**src/hdl/uapfr_pkg.sv**
```systemverilog
// Package for the audio ring core: constants, control/status structs, PCM-to-float function.
// No dependencies.
`default_nettype none
package uapfr_pkg;
    localparam int RING_SAMPLES = 16384;
    localparam int MAX_CHANNELS = 32;
    localparam int RING_AW = $clog2(RING_SAMPLES);
    localparam int FILL_W = RING_AW + 1;
    localparam int CH_W = $clog2(MAX_CHANNELS);
    localparam int CNT_W = CH_W + 1;

    localparam logic [1:0] MODE_WRITE = 2'd0;
    localparam logic [1:0] MODE_PEND = 2'd1;
    localparam logic [1:0] MODE_READ = 2'd2;
    localparam logic [1:0] MODE_STOP = 2'd3;

    localparam logic [1:0] ST_DATA = 2'd0;
    localparam logic [1:0] ST_EMPTY = 2'd1;
    localparam logic [1:0] ST_STOP = 2'd2;

    localparam logic [1:0] CFG_CHANNELS = 2'd0;
    localparam logic [1:0] CFG_BYTES = 2'd1;
    localparam logic [1:0] CFG_FLOAT = 2'd2;

    // Commands from controller to datapath.
    typedef struct packed {
        logic take;        // register the input item
        logic conv;        // convert the held sample into the pending buffer
        logic commit_step; // write one pending sample into the ring
        logic commit_end;  // finish a frame commit
        logic pkt_end;     // packet end
        logic stop;
        logic rd_start;    // issue first ring read
        logic rd_step;     // current result taken, advance read
        logic rd_end;      // pop the frame
    } uapfr_cmd_t;

    typedef struct packed {
        logic [1:0] mode;
        logic stopped;
        logic frame_full;   // pending frame complete after conversion
        logic commit_last;  // commit counter at last sample
        logic can_read;     // fill >= channel count
        logic rd_last;      // current read is last channel
    } uapfr_sts_t;

    // Signed PCM of given byte count to float32, exact up to 3 bytes (value fits in 24 bits);
    // rounding to nearest even only for 4 byte containers.
    function automatic logic [31:0] pcm_to_float(input logic [31:0] w, input logic [2:0] nb);
        logic [31:0] v;
        logic        s;
        logic [31:0] mag;
        logic [5:0]  lz;
        logic [31:0] norm;
        logic [23:0] man;
        logic        g, st;
        logic [24:0] rm;
        logic [7:0]  ex;
        logic [7:0]  bits;
        begin
            case (nb)
                3'd2: v = {w[15:0], 16'd0};
                3'd3: v = {w[23:0], 8'd0};
                3'd4: v = w;
                default: v = {w[7:0], 24'd0};
            endcase
            bits = 8'd32;
            s = v[31];
            mag = s ? (~v + 32'd1) : v;
            lz = 6'd32;
            for (int i = 0; i < 32; i++) begin
                if (mag[i]) lz = 6'(31 - i);
            end
            norm = mag << lz;
            man = norm[31:8];
            g = norm[7];
            st = |norm[6:0];
            rm = {1'b0, man} + 25'(g & (st | man[0]));
            // value = mag*2^-31; msb at 2^-(lz)
            ex = 8'd127 - 8'(lz);
            if (rm[24]) begin
                ex = ex + 8'd1;
                rm = rm >> 1;
            end
            if (mag == 32'd0) pcm_to_float = 32'd0;
            else pcm_to_float = {s, ex, rm[22:0]};
            if (bits == 8'd0) pcm_to_float = 32'd0;
        end
    endfunction
endpackage
`default_nettype wire

```
**src/hdl/uapfr_ctrl.sv**
```systemverilog
// Controller state machine of the audio ring core.
// Depends on uapfr_pkg.
`default_nettype none
module uapfr_ctrl (
    input  wire logic                 aclk,
    input  wire logic                 aresetn,
    input  wire logic                 s_tvalid,
    output logic                      s_tready,
    output logic                      m_tvalid,
    input  wire logic                 m_tready,
    input  wire uapfr_pkg::uapfr_sts_t sts,
    output uapfr_pkg::uapfr_cmd_t     cmd
);
    import uapfr_pkg::*;
    localparam logic [2:0] S_IDLE = 3'd0, S_DEC = 3'd1, S_COMMIT = 3'd2,
                           S_RWAIT = 3'd3, S_OUT = 3'd4, S_EMPTY = 3'd5;
    logic [2:0] state_reg, state_next;

    always_comb begin
        cmd = '0;
        state_next = state_reg;
        s_tready = (state_reg == S_IDLE);
        m_tvalid = (state_reg == S_OUT) || (state_reg == S_EMPTY);
        case (state_reg)
            S_IDLE: if (s_tvalid) begin
                cmd.take = 1'b1;
                state_next = S_DEC;
            end
            S_DEC: begin
                state_next = S_IDLE;
                case (sts.mode)
                    MODE_WRITE: if (!sts.stopped) begin
                        cmd.conv = 1'b1;
                        if (sts.frame_full) state_next = S_COMMIT;
                    end
                    MODE_PEND: if (!sts.stopped) cmd.pkt_end = 1'b1;
                    MODE_STOP: cmd.stop = 1'b1;
                    default: begin
                        if (sts.can_read) begin
                            cmd.rd_start = 1'b1;
                            state_next = S_RWAIT;
                        end else state_next = S_EMPTY;
                    end
                endcase
            end
            S_COMMIT: begin
                cmd.commit_step = 1'b1;
                if (sts.commit_last) begin
                    cmd.commit_end = 1'b1;
                    state_next = S_IDLE;
                end
            end
            S_RWAIT: state_next = S_OUT;
            S_OUT: if (m_tready) begin
                if (sts.rd_last) begin
                    cmd.rd_end = 1'b1;
                    state_next = S_IDLE;
                end else begin
                    cmd.rd_step = 1'b1;
                    state_next = S_RWAIT;
                end
            end
            S_EMPTY: if (m_tready) state_next = S_IDLE;
            default: state_next = S_IDLE;
        endcase
    end

    always_ff @(posedge aclk) begin
        if (!aresetn) state_reg <= S_IDLE;
        else state_reg <= state_next;
    end
endmodule
`default_nettype wire

```
**config.mk**
```make
export PLATFORM = sky130hd
export DESIGN_NAME = uapfr_ctrl
export DESIGN_NICKNAME = d
export VERILOG_FILES = /design/src/hdl/uapfr_pkg.sv /design/src/hdl/uapfr_ctrl.sv
export SDC_FILE = /design/constraint.sdc
export NUM_CORES = 1
export LEC_CHECK = 0
export BUFFER_PORTS_ARGS = -buffer_cell sky130_fd_sc_hd__buf_2
export CORE_MARGIN = 3
export CORE_UTILIZATION = 25
export CTS_BUF_LIST = sky130_fd_sc_hd__clkbuf_4 sky130_fd_sc_hd__clkbuf_8 sky130_fd_sc_hd__clkbuf_16
export CTS_CLUSTER_DIAMETER = 60
export DETAILED_ROUTE_END_ITERATION = 7
export GPL_TIMING_DRIVEN = 0
export HOLD_SLACK_MARGIN = 0.06
export PLACE_DENSITY = 0.62
export SLEW_MARGIN = 20
export SYNTH_ARGS = -nofsm -noshare
export SYNTH_HDL_FRONTEND = slang
export SYNTH_SLANG_ARGS = --single-unit
```
**constraint.sdc**
```tcl
create_clock -name aclk -period 1.3 [get_ports aclk]
set_clock_uncertainty 0.05 [all_clocks]
set_input_delay 0.39 -clock aclk [delete_from_list [all_inputs] [get_ports aclk]]
set_output_delay 0.39 -clock aclk [all_outputs]
set_load 0.005 [all_outputs]
```
==> results_dict.tcl, run 1 <==
set metrics [dict create \
    status "complete, but fails checks" \
    failed_checks "negative setup slack" \
    grt_pass1_vias 457 \
    num_rows 12 \
    hold_viol 0 \
    dr.pass1.iters 5 \
    worstMarginPinSlew_ns 0.220 \
    yosysTopAreaCellShare_pct 18.3 \
    clk_transition_reported_paths_ns 0.04 \
    timing.rr.end "state_reg[1]" \
    leakagePower_nw 0.368 \
    postRouteAntennaNets 0 \
    setup_viol_count_final 13 \
    hold_class "input port to flip-flop" \
    wl_met1_um 497 \
    routed.top_layer "met4" \
    syn_inst 45 \
    crit_arrival_ns 1.22 \
    initial_core_util_pct 28.1 \
    antenna_found_initial 0 \
    cts_root_buffer "clkbuf_4" \
    cap_violations 0 \
    worst_hold_slack_ns 0.371 \
    dp_worst_setup_slack_ns -0.186 \
    cp-end-kind "output port" \
    regToRegStartpoint "state_reg[2]" \
    synth_area_leaders "dfxtp_1, nand3b_4, and3_1" \
    die_x_um 42.3 \
    clk-insertion-delay-late_ns 0.24 \
    core_area_mm2 0.00117 \
    finalInstanceArea_um2 713 \
    drt_wl_total_um 1380 \
    syn_area_um2 329 \
    timing.final.max_slew_violations 0 \
    wl_met2_um 742 \
    dr.first_iter.drc_count 5 \
    worst-r2r-cell-count 8 \
    reg2reg_slack_ns -0.15 \
    placed_area_um2 458 \
    crit_fanout 5 \
    min_period_ns 1.66 \
    htreeDepth 1 \
    ys_warn_count 0 \
    setup_ws_ns -0.355 \
    largest_register_ffs 3 \
    cts_buffers 3 \
    dieArea_mm2 0.00179 \
    hold_path_depth 2 \
    ys_seq_elements 3 \
    fmax_ghz 0.604 \
    syn-num-nets 56 \
    worst_setup_path_start_kind "flip-flop" \
    cts_sinks 3 \
    layout_common_cells "buf_2, buf_4, buf_6, inv_1, clkbuf_4" \
    drive_above_1_share_pct 69.4 \
    critPathRequiredTime_ns 0.86 \
    hold_start "aresetn" \
    via_per_inst 5.09 \
    via_count 504 \
    diodes 0 \
    path_class "flip-flop to output port" \
    power_density_mw_per_mm2 632 \
    ir_drop_uv 376 \
    nets 97 \
    io_buffers 21 \
    tritoncts "done" \
    wl_per_cell_um 14.0 \
    grt_pass1_wl_um 2050 \
    final_common_cell "buf_2" \
    drc 0 \
    syn_avg_cell_area_um2 7.31 \
    slew_headroom_pct 85.2 \
    grt_setup_unrepaired "true" \
    synth_top_area_cell "dfxtp_1" \
    synth-seq-area-share_pct 18.3 \
    dp_hpwl_um 720 \
    pin_count 22 \
    synthDistinctLibCells 25 \
    track_usage_pct 15.6 \
    area_growth_syn_to_layout_pct 117 \
    dieHeight_um 42.3 \
    gr-total-overflow 0 \
    route.met3.wl_um 95 \
    period_share_pct 127 \
    grt_max_degree 11 \
    gp_congestion 0.775 \
    hold_end "state_reg[2]" \
    cts_max_path_buffers 2 \
]
-- critical path, stage by stage (launching register included) --
cell and delay, ns:
dfxtp_2 0.33, buf_6 0.13, buf_4 0.13, buf_6 0.11, nor3_2 0.14, buf_2 0.14
-- metal layers --
metal | vias to the layer above | GRT usage, %
met2 | 24 | 25.2
met1 | 229 | 17.6
li1 | 245 | -
met4 | 0 | 8.70
met3 | 6 | 5.15
met5 | - | 0
-- kinds of logic (layout without fill, tap and decap cells) --
| kind of cell | Yosys count | count (layout) | share of synthesized area [%] |
|---|---|---|---|
| AND/OR/NAND/NOR | 23 | 23 | 49.0 |
| flip-flops | 3 | 3 | 18.3 |
| AO/OA/AOI/OAI | 12 | 12 | 22.1 |
| buffers and inverters | 7 | 47 | 10.6 |
-- per-stage QoR --
stage | cells | TNS [ns] | power (mW) | utilization, %
after floorplan | 45 | 0 | 0.160 | -
final | 99 | -3.42 | 0.451 | 60.9
after CTS | 97 | -3.22 | 0.441 | 54.9
after global placement | 80 | -1.08 | 0.205 | 39.1
after global routing | 99 | -4.01 | 0.480 | 60.9
after detailed placement | 80 | -1.13 | 0.206 | 39.1
-- power breakdown --
part | internal (mW) | switching [mW]
logic | 0.0792 | 0.0749
registers | 0.0967 | 0.00452
clock network | 0.136 | 0.0588
-- repair_timing --
| item | 4_1_cts | 5_1_grt |
|---|---|---|
| endpoints found under the hold margin | 0 | 0 |
| endpoints found under the setup margin | 11 | 13 |
| buffers inserted | 13 | 5 |
| pin swaps | 10 | 10 |
| hold buffers | 0 | 0 |
| resized for setup | 15 | 14 |
-- synth_stat cells --
cell type / count
and4b_1: 1
dfxtp_1: 3
o2bb2ai_1: 1
and2_1: 2
nand2b_1: 1
a22oi_1: 1
nand2_1: 1
nor2b_4: 1
o21ai_1: 1
buf_2: 1
o22ai_1: 1
nor3b_2: 1
o21ai_0: 3
nand4_1: 2
buf_6: 1
nor3b_1: 2
nand3b_4: 1
nor2_1: 4
nor3_1: 3
and3_1: 3
o21a_1: 1
a21oi_1: 3
nor4_1: 1
inv_1: 5
o211ai_1: 1
-- final cells by class --
type	instances	area [µm²]
buffer	2	18.8
tap	14	17.5
fill	111	458
inverter	5	23.8
clock buffer	4	30.0
sequential	3	66.3
timing repair buffer	36	246
multi-input combinational	35	310
-- worst max path at each step --
stage,start,to,slack (ns)
finish,state_reg[2],cmd[6],-0.36
global route,state_reg[2],cmd[1],-0.40
CTS,state_reg[1],cmd[7],-0.35
detailed placement,state_reg[1],cmd[7],-0.19
global placement,state_reg[1],cmd[7],-0.19
floorplan,state_reg[0],cmd[8],0.002
No activity file was read; power rests on OpenSTA's default activity.
==> run 2: changes to the inputs <==
--- a/config.mk
+++ b/config.mk
@@ -5,15 +5,16 @@
 export SDC_FILE = /design/constraint.sdc
 export NUM_CORES = 1
 export LEC_CHECK = 0
+export ABC_AREA = 1
 export BUFFER_PORTS_ARGS = -buffer_cell sky130_fd_sc_hd__buf_2
-export CORE_MARGIN = 3
-export CORE_UTILIZATION = 25
+export CORE_AREA = 3 3 40 42
 export CTS_BUF_LIST = sky130_fd_sc_hd__clkbuf_4 sky130_fd_sc_hd__clkbuf_8 sky130_fd_sc_hd__clkbuf_16
 export CTS_CLUSTER_DIAMETER = 60
 export DETAILED_ROUTE_END_ITERATION = 7
+export DIE_AREA = 0 0 43 45
 export GPL_TIMING_DRIVEN = 0
 export HOLD_SLACK_MARGIN = 0.06
-export PLACE_DENSITY = 0.62
+export PLACE_DENSITY = 0.6
 export SLEW_MARGIN = 20
 export SYNTH_ARGS = -nofsm -noshare
 export SYNTH_HDL_FRONTEND = slang
==> results_dict.tcl, run 2 <==
set metrics [dict create \
    track_usage_pct 12.9 \
    dieArea_mm2 0.00194 \
    crit_arrival_ns 1.10 \
    multi_input_area_um2 273 \
    yosysMostFrequentCell "nand2_1" \
    tritoncts "done" \
    path_class "flip-flop to output port" \
    syn_area_um2 319 \
    drc 0 \
    pin_count 22 \
    ys_warn_count 0 \
    cp_slowest_stage_delay_ns 0.37 \
    ir_drop_uv 415 \
    nets 107 \
    dr.pass1.iters 4 \
    grt_max_degree 8 \
    holdBufCountCts 0 \
    gp_congestion 0.800 \
    cts_root_buffer "clkbuf_4" \
    path_buf_inv 1 \
    grt_setup_unrepaired "true" \
    synth-edff-count 0 \
    drt_wl_total_um 1080 \
    async_flop_share_pct 0 \
    die_x_um 43 \
    grt_pass1_vias 462 \
    cts_sinks 3 \
    core_area_mm2 0.00128 \
    gr-total-overflow 0 \
    worstMarginPinSlew_ns 0.199 \
    cp-end-kind "output port" \
    cts_max_path_buffers 2 \
    htreeDepth 1 \
    dr.first_iter.drc_count 16 \
    cts_buffers 3 \
    initial_core_util_pct 24.8 \
    cap_violations 0 \
    fmax_ghz 0.649 \
    setup_ws_ns -0.240 \
    grt_pass1_wl_um 1840 \
    diodes 0 \
    ys.flop_type "dfxtp_1" \
    crit_chain "nor3_4 -> nand2_1 -> nor2_1 -> buf_2" \
    via_count 480 \
    synth_top_area_cell "dfxtp_1" \
    ys_seq_elements 3 \
    syn-num-nets 68 \
    syn_inst 57 \
    crit_fanout 7 \
    failed_checks "negative setup slack" \
    critPathRequiredTime_ns 0.86 \
    final_common_cell "buf_2" \
    hold_viol 0 \
    synth-seq-area-share_pct 18.8 \
    clk-insertion-delay-late_ns 0.24 \
    postRouteAntennaNets 0 \
    synthDistinctLibCells 15 \
    leakagePower_nw 0.360 \
    dieHeight_um 45 \
    dp_hpwl_um 715 \
    syn_avg_cell_area_um2 5.60 \
    largest_register_ffs 3 \
    hold_class "input port to flip-flop" \
    layout_common_cells "buf_2, nand2_1, inv_1, buf_4, nor2_1" \
    power_density_mw_per_mm2 715 \
    synthTopCellsByCount "nand2_1, inv_1, nor2_1" \
    reg2reg_slack_ns -0.04 \
    crit_slowest_cell "dfxtp_4" \
    timing.final.max_slew_violations 0 \
    synth_area_leaders "dfxtp_1, nand2_1, inv_1" \
    via_per_inst 4.36 \
    io_buffers 21 \
    wl_per_cell_um 9.77 \
    crit_family "simple AND/OR/NAND/NOR gates" \
    seq_area_um2 71.3 \
    nFillCells 127 \
    period_share_pct 118 \
    total_power_mw 0.482 \
    clk_transition_reported_paths_ns 0.04 \
    yosysTopAreaCellShare_pct 18.8 \
    min_period_ns 1.54 \
    slew_headroom_pct 86.6 \
    status "complete, but fails checks" \
    antenna_found_initial 0 \
    setup_viol_count_final 13 \
    tns_ns -2.27 \
    drive_above_1_share_pct 63.2 \
    num_rows 13 \
    worst_setup_path_start_kind "flip-flop" \
    area_growth_syn_to_layout_pct 111 \
]
run 2: cell types whose count changed in the layout (fill, tap and decap cells not counted), sizes merged, moves of 5 or more:
cell / before / now
nand2: 1 / 13
inv: 5 / 13
nand3: 0 / 5
nor2: 4 / 11
run 2: cell families after synthesis:
logic type             Yosys count  share of synthesized area [%]
AO/OA/AOI/OAI                    5                           10.2
buffers and inverters           14                           18.8
flip-flops                       3                           18.8
AND/OR/NAND/NOR                 35                           52.2
run 2: area by class of cell:
type                       count  area share, %
inverter                      13           8.35
timing repair buffer          35           33.4
clock buffer                   4           4.45
sequential                     3           10.6
multi-input combinational     40           40.4
tap                           15           2.78
run 2: per-layer routing:
layer  up-vias  global-route usage, %  wire, µm
met5         -                      0         0
met4         0                   9.04         0
met3         0                   2.39        46
met2        13                   21.9       589
met1       214                   14.7       439
li1        253                      -         -
run 2: power by group:
group	internal [mW]	total, mW	switching [mW]
combinational	0.0872	0.181	0.0938
clock	0.136	0.188	0.0515
sequential	0.0974	0.113	0.0159
run 2: repair_timing:
item	4_1_cts	5_1_grt
resized for setup	15	13
setup buffers	11	5
cloned	0	0
pin swaps	8	12
setup endpoints to repair	11	13
run 2: worst paths after layout:
| kind | end | from | cells past startpoint |
|---|---|---|---|
| max | cmd[1] | state_reg[0] | 4 |
| min | state_reg[0] | aresetn | 3 |
| max reg2reg | state_reg[1] | state_reg[2] | 10 |
| min reg2reg | state_reg[1] | state_reg[2] | 3 |
run 2: worst register-to-register path, cell delays in order, from the launching register on:
cell     delay, ns
dfxtp_4       0.36
inv_6         0.08
buf_6         0.09
buf_6         0.09
nor2_4        0.03
buf_4         0.12
nand2_1       0.07
nand2_1       0.07
nor2_2        0.11
nand2_1       0.08
a21oi_2       0.12
run 2: metrics by stage:
step | worst slack [ns] | cell area, µm² | util, % | cells | hold slack, ns
2_1_floorplan | 0.0650 | 319 | - | 57 | 0.509
3_3_place_gp | -0.0882 | 443 | 34.5 | 93 | 0.561
3_5_place_dp | -0.0911 | 443 | 34.5 | 93 | 0.582
4_1_cts | -0.277 | 608 | 47.3 | 108 | 0.380
5_1_grt | -0.323 | 674 | 52.5 | 110 | 0.398
6_report | -0.240 | 674 | 52.5 | 110 | 0.386
==> run 3: changes to the inputs <==
==> constraint.sdc (replaced) <==
create_clock -name aclk -period 2 [get_ports aclk]
set_clock_uncertainty 0.05 [all_clocks]
set_input_delay 0.6 -clock aclk [delete_from_list [all_inputs] [get_ports aclk]]
set_output_delay 0.6 -clock aclk [all_outputs]
set_load 0.005 [all_outputs]
==> results_dict.tcl, run 3 (synthesized netlist as in run 2, its figures left out) <==
set metrics [dict create \
    via_count 417 \
    leakagePower_nw 0.288 \
    worstMarginPinSlew_ns 0.254 \
    ir_drop_uv 274 \
    layout_common_cells "buf_2, nand2_1, inv_1, nor2_1" \
    grt_max_degree 9 \
    largest_register_ffs 3 \
    core_area_mm2 0.00128 \
    track_usage_pct 10.6 \
    area_growth_syn_to_layout_pct 48.2 \
    diodes 0 \
    clk-insertion-delay-late_ns 0.23 \
    cts_resized 0 \
    dp_hpwl_um 715 \
    critPathRequiredTime_ns 1.35 \
    min_period_ns 1.83 \
    cp-end-kind "output port" \
    drt_wl_total_um 847 \
    critical_path_depth 5 \
    grt_pass1_wl_um 1510 \
    gp_congestion 0.800 \
    fmax_ghz 0.546 \
    crit_arrival_ns 1.18 \
    die_x_um 43 \
    hold_path_depth 3 \
    via_per_inst 4.30 \
    postRouteAntennaNets 0 \
    tritoncts "done" \
    nFillCells 153 \
    slew_headroom_pct 83.0 \
    regToRegStartpoint "state_reg[0]" \
    htreeDepth 1 \
    nets 94 \
    drc 0 \
    path_buf_inv 2 \
    total_power_mw 0.272 \
    worst-r2r-cell-count 6 \
    crit_slowest_cell "dfxtp_1" \
    cts_root_buffer "clkbuf_4" \
    holdBufCountCts 0 \
    dr.pass1.iters 4 \
    hold_end "state_reg[0]" \
    path_class "flip-flop to output port" \
    clk_transition_reported_paths_ns 0.04 \
    power_density_mw_per_mm2 575 \
    num_rows 13 \
    setup_viol_count_final 0 \
    pin_count 22 \
    tns_ns 0 \
    antenna_found_initial 0 \
    final_common_cell "buf_2" \
    reg2reg_slack_ns 0.88 \
    cts_sinks 3 \
    crit_fanout 8 \
    io_buffers 21 \
    hold_viol 0 \
    hold_class "flip-flop to flip-flop" \
    wl_per_cell_um 8.73 \
    cp_slowest_stage_delay_ns 0.30 \
    cts_max_path_buffers 2 \
    gr-total-overflow 0 \
    grt_pass1_vias 397 \
    drive_above_1_share_pct 42.7 \
    dr.first_iter.drc_count 6 \
    crit_chain "buf_6 -> nor3_2 -> nand2_1 -> nor2_1 -> buf_2" \
    post_cts_buffers 0 \
    timing.final.max_slew_violations 0 \
    grt_setup_unrepaired "false" \
    dieHeight_um 45 \
    timing.rr.end "state_reg[0]" \
    initial_core_util_pct 24.8 \
    cts_buffers 3 \
    crit_family "simple AND/OR/NAND/NOR gates" \
    period_share_pct 91.6 \
    cap_violations 0 \
    status "complete, no violations" \
    hold_start "state_reg[0]" \
    dieArea_mm2 0.00194 \
    worst_setup_path_start_kind "flip-flop" \
]
run 3: routing by layer:
metal	vias to the layer above	GRT usage, %	wire [µm]
li1	228	-	-
met1	174	12.0	367
met2	13	17.1	415
met3	2	2.39	49
met4	0	9.04	14
met5	-	0	0
run 3: tightest hold or removal path, stage by stage (launching register included):
cell and delay (ns):
dfxtp_1 0.30, buf_6 0.13, nand3_1 0.09, a21oi_2 0.06
run 3: final cells by class:
type	count	area, µm²	share of cell area [%]
plain buffers	1	11.3	2.38
clock buffers	4	30.0	6.35
inverters	13	48.8	10.3
multi-input cells	40	199	42.1
flip-flops and latches	3	60.1	12.7
well taps	15	18.8	3.97
repair buffers	21	105	22.2
run 3: worst max-delay path by stage:
stage	startpoint	end
2_1_floorplan	sts[5]	cmd[4]
3_3_place_gp	sts[5]	cmd[2]
3_5_place_dp	sts[5]	cmd[4]
4_1_cts	state_reg[0]	cmd[1]
5_1_grt	sts[5]	cmd[2]
6_report	state_reg[0]	cmd[1]
run 3: power by group:
group / internal, mW / leakage (nW) / switching (mW)
Sequential: 0.0642 / 0.0245 / 0.00327
Combinational: 0.0364 / 0.245 / 0.0469
Clock: 0.0884 / 0.0184 / 0.0327
run 3: stage by stage:
stage	instance area (µm²)	utilization, %	std cells	hold slack (ns)	setup slack, ns
after floorplan	319	-	57	0.526	0.411
after global placement	443	34.5	93	0.561	0.192
after detailed placement	443	34.5	93	0.582	0.189
after CTS	473	36.8	97	0.589	0.157
after global routing	473	36.8	97	0.611	0.0168
final	473	36.8	97	0.583	0.168
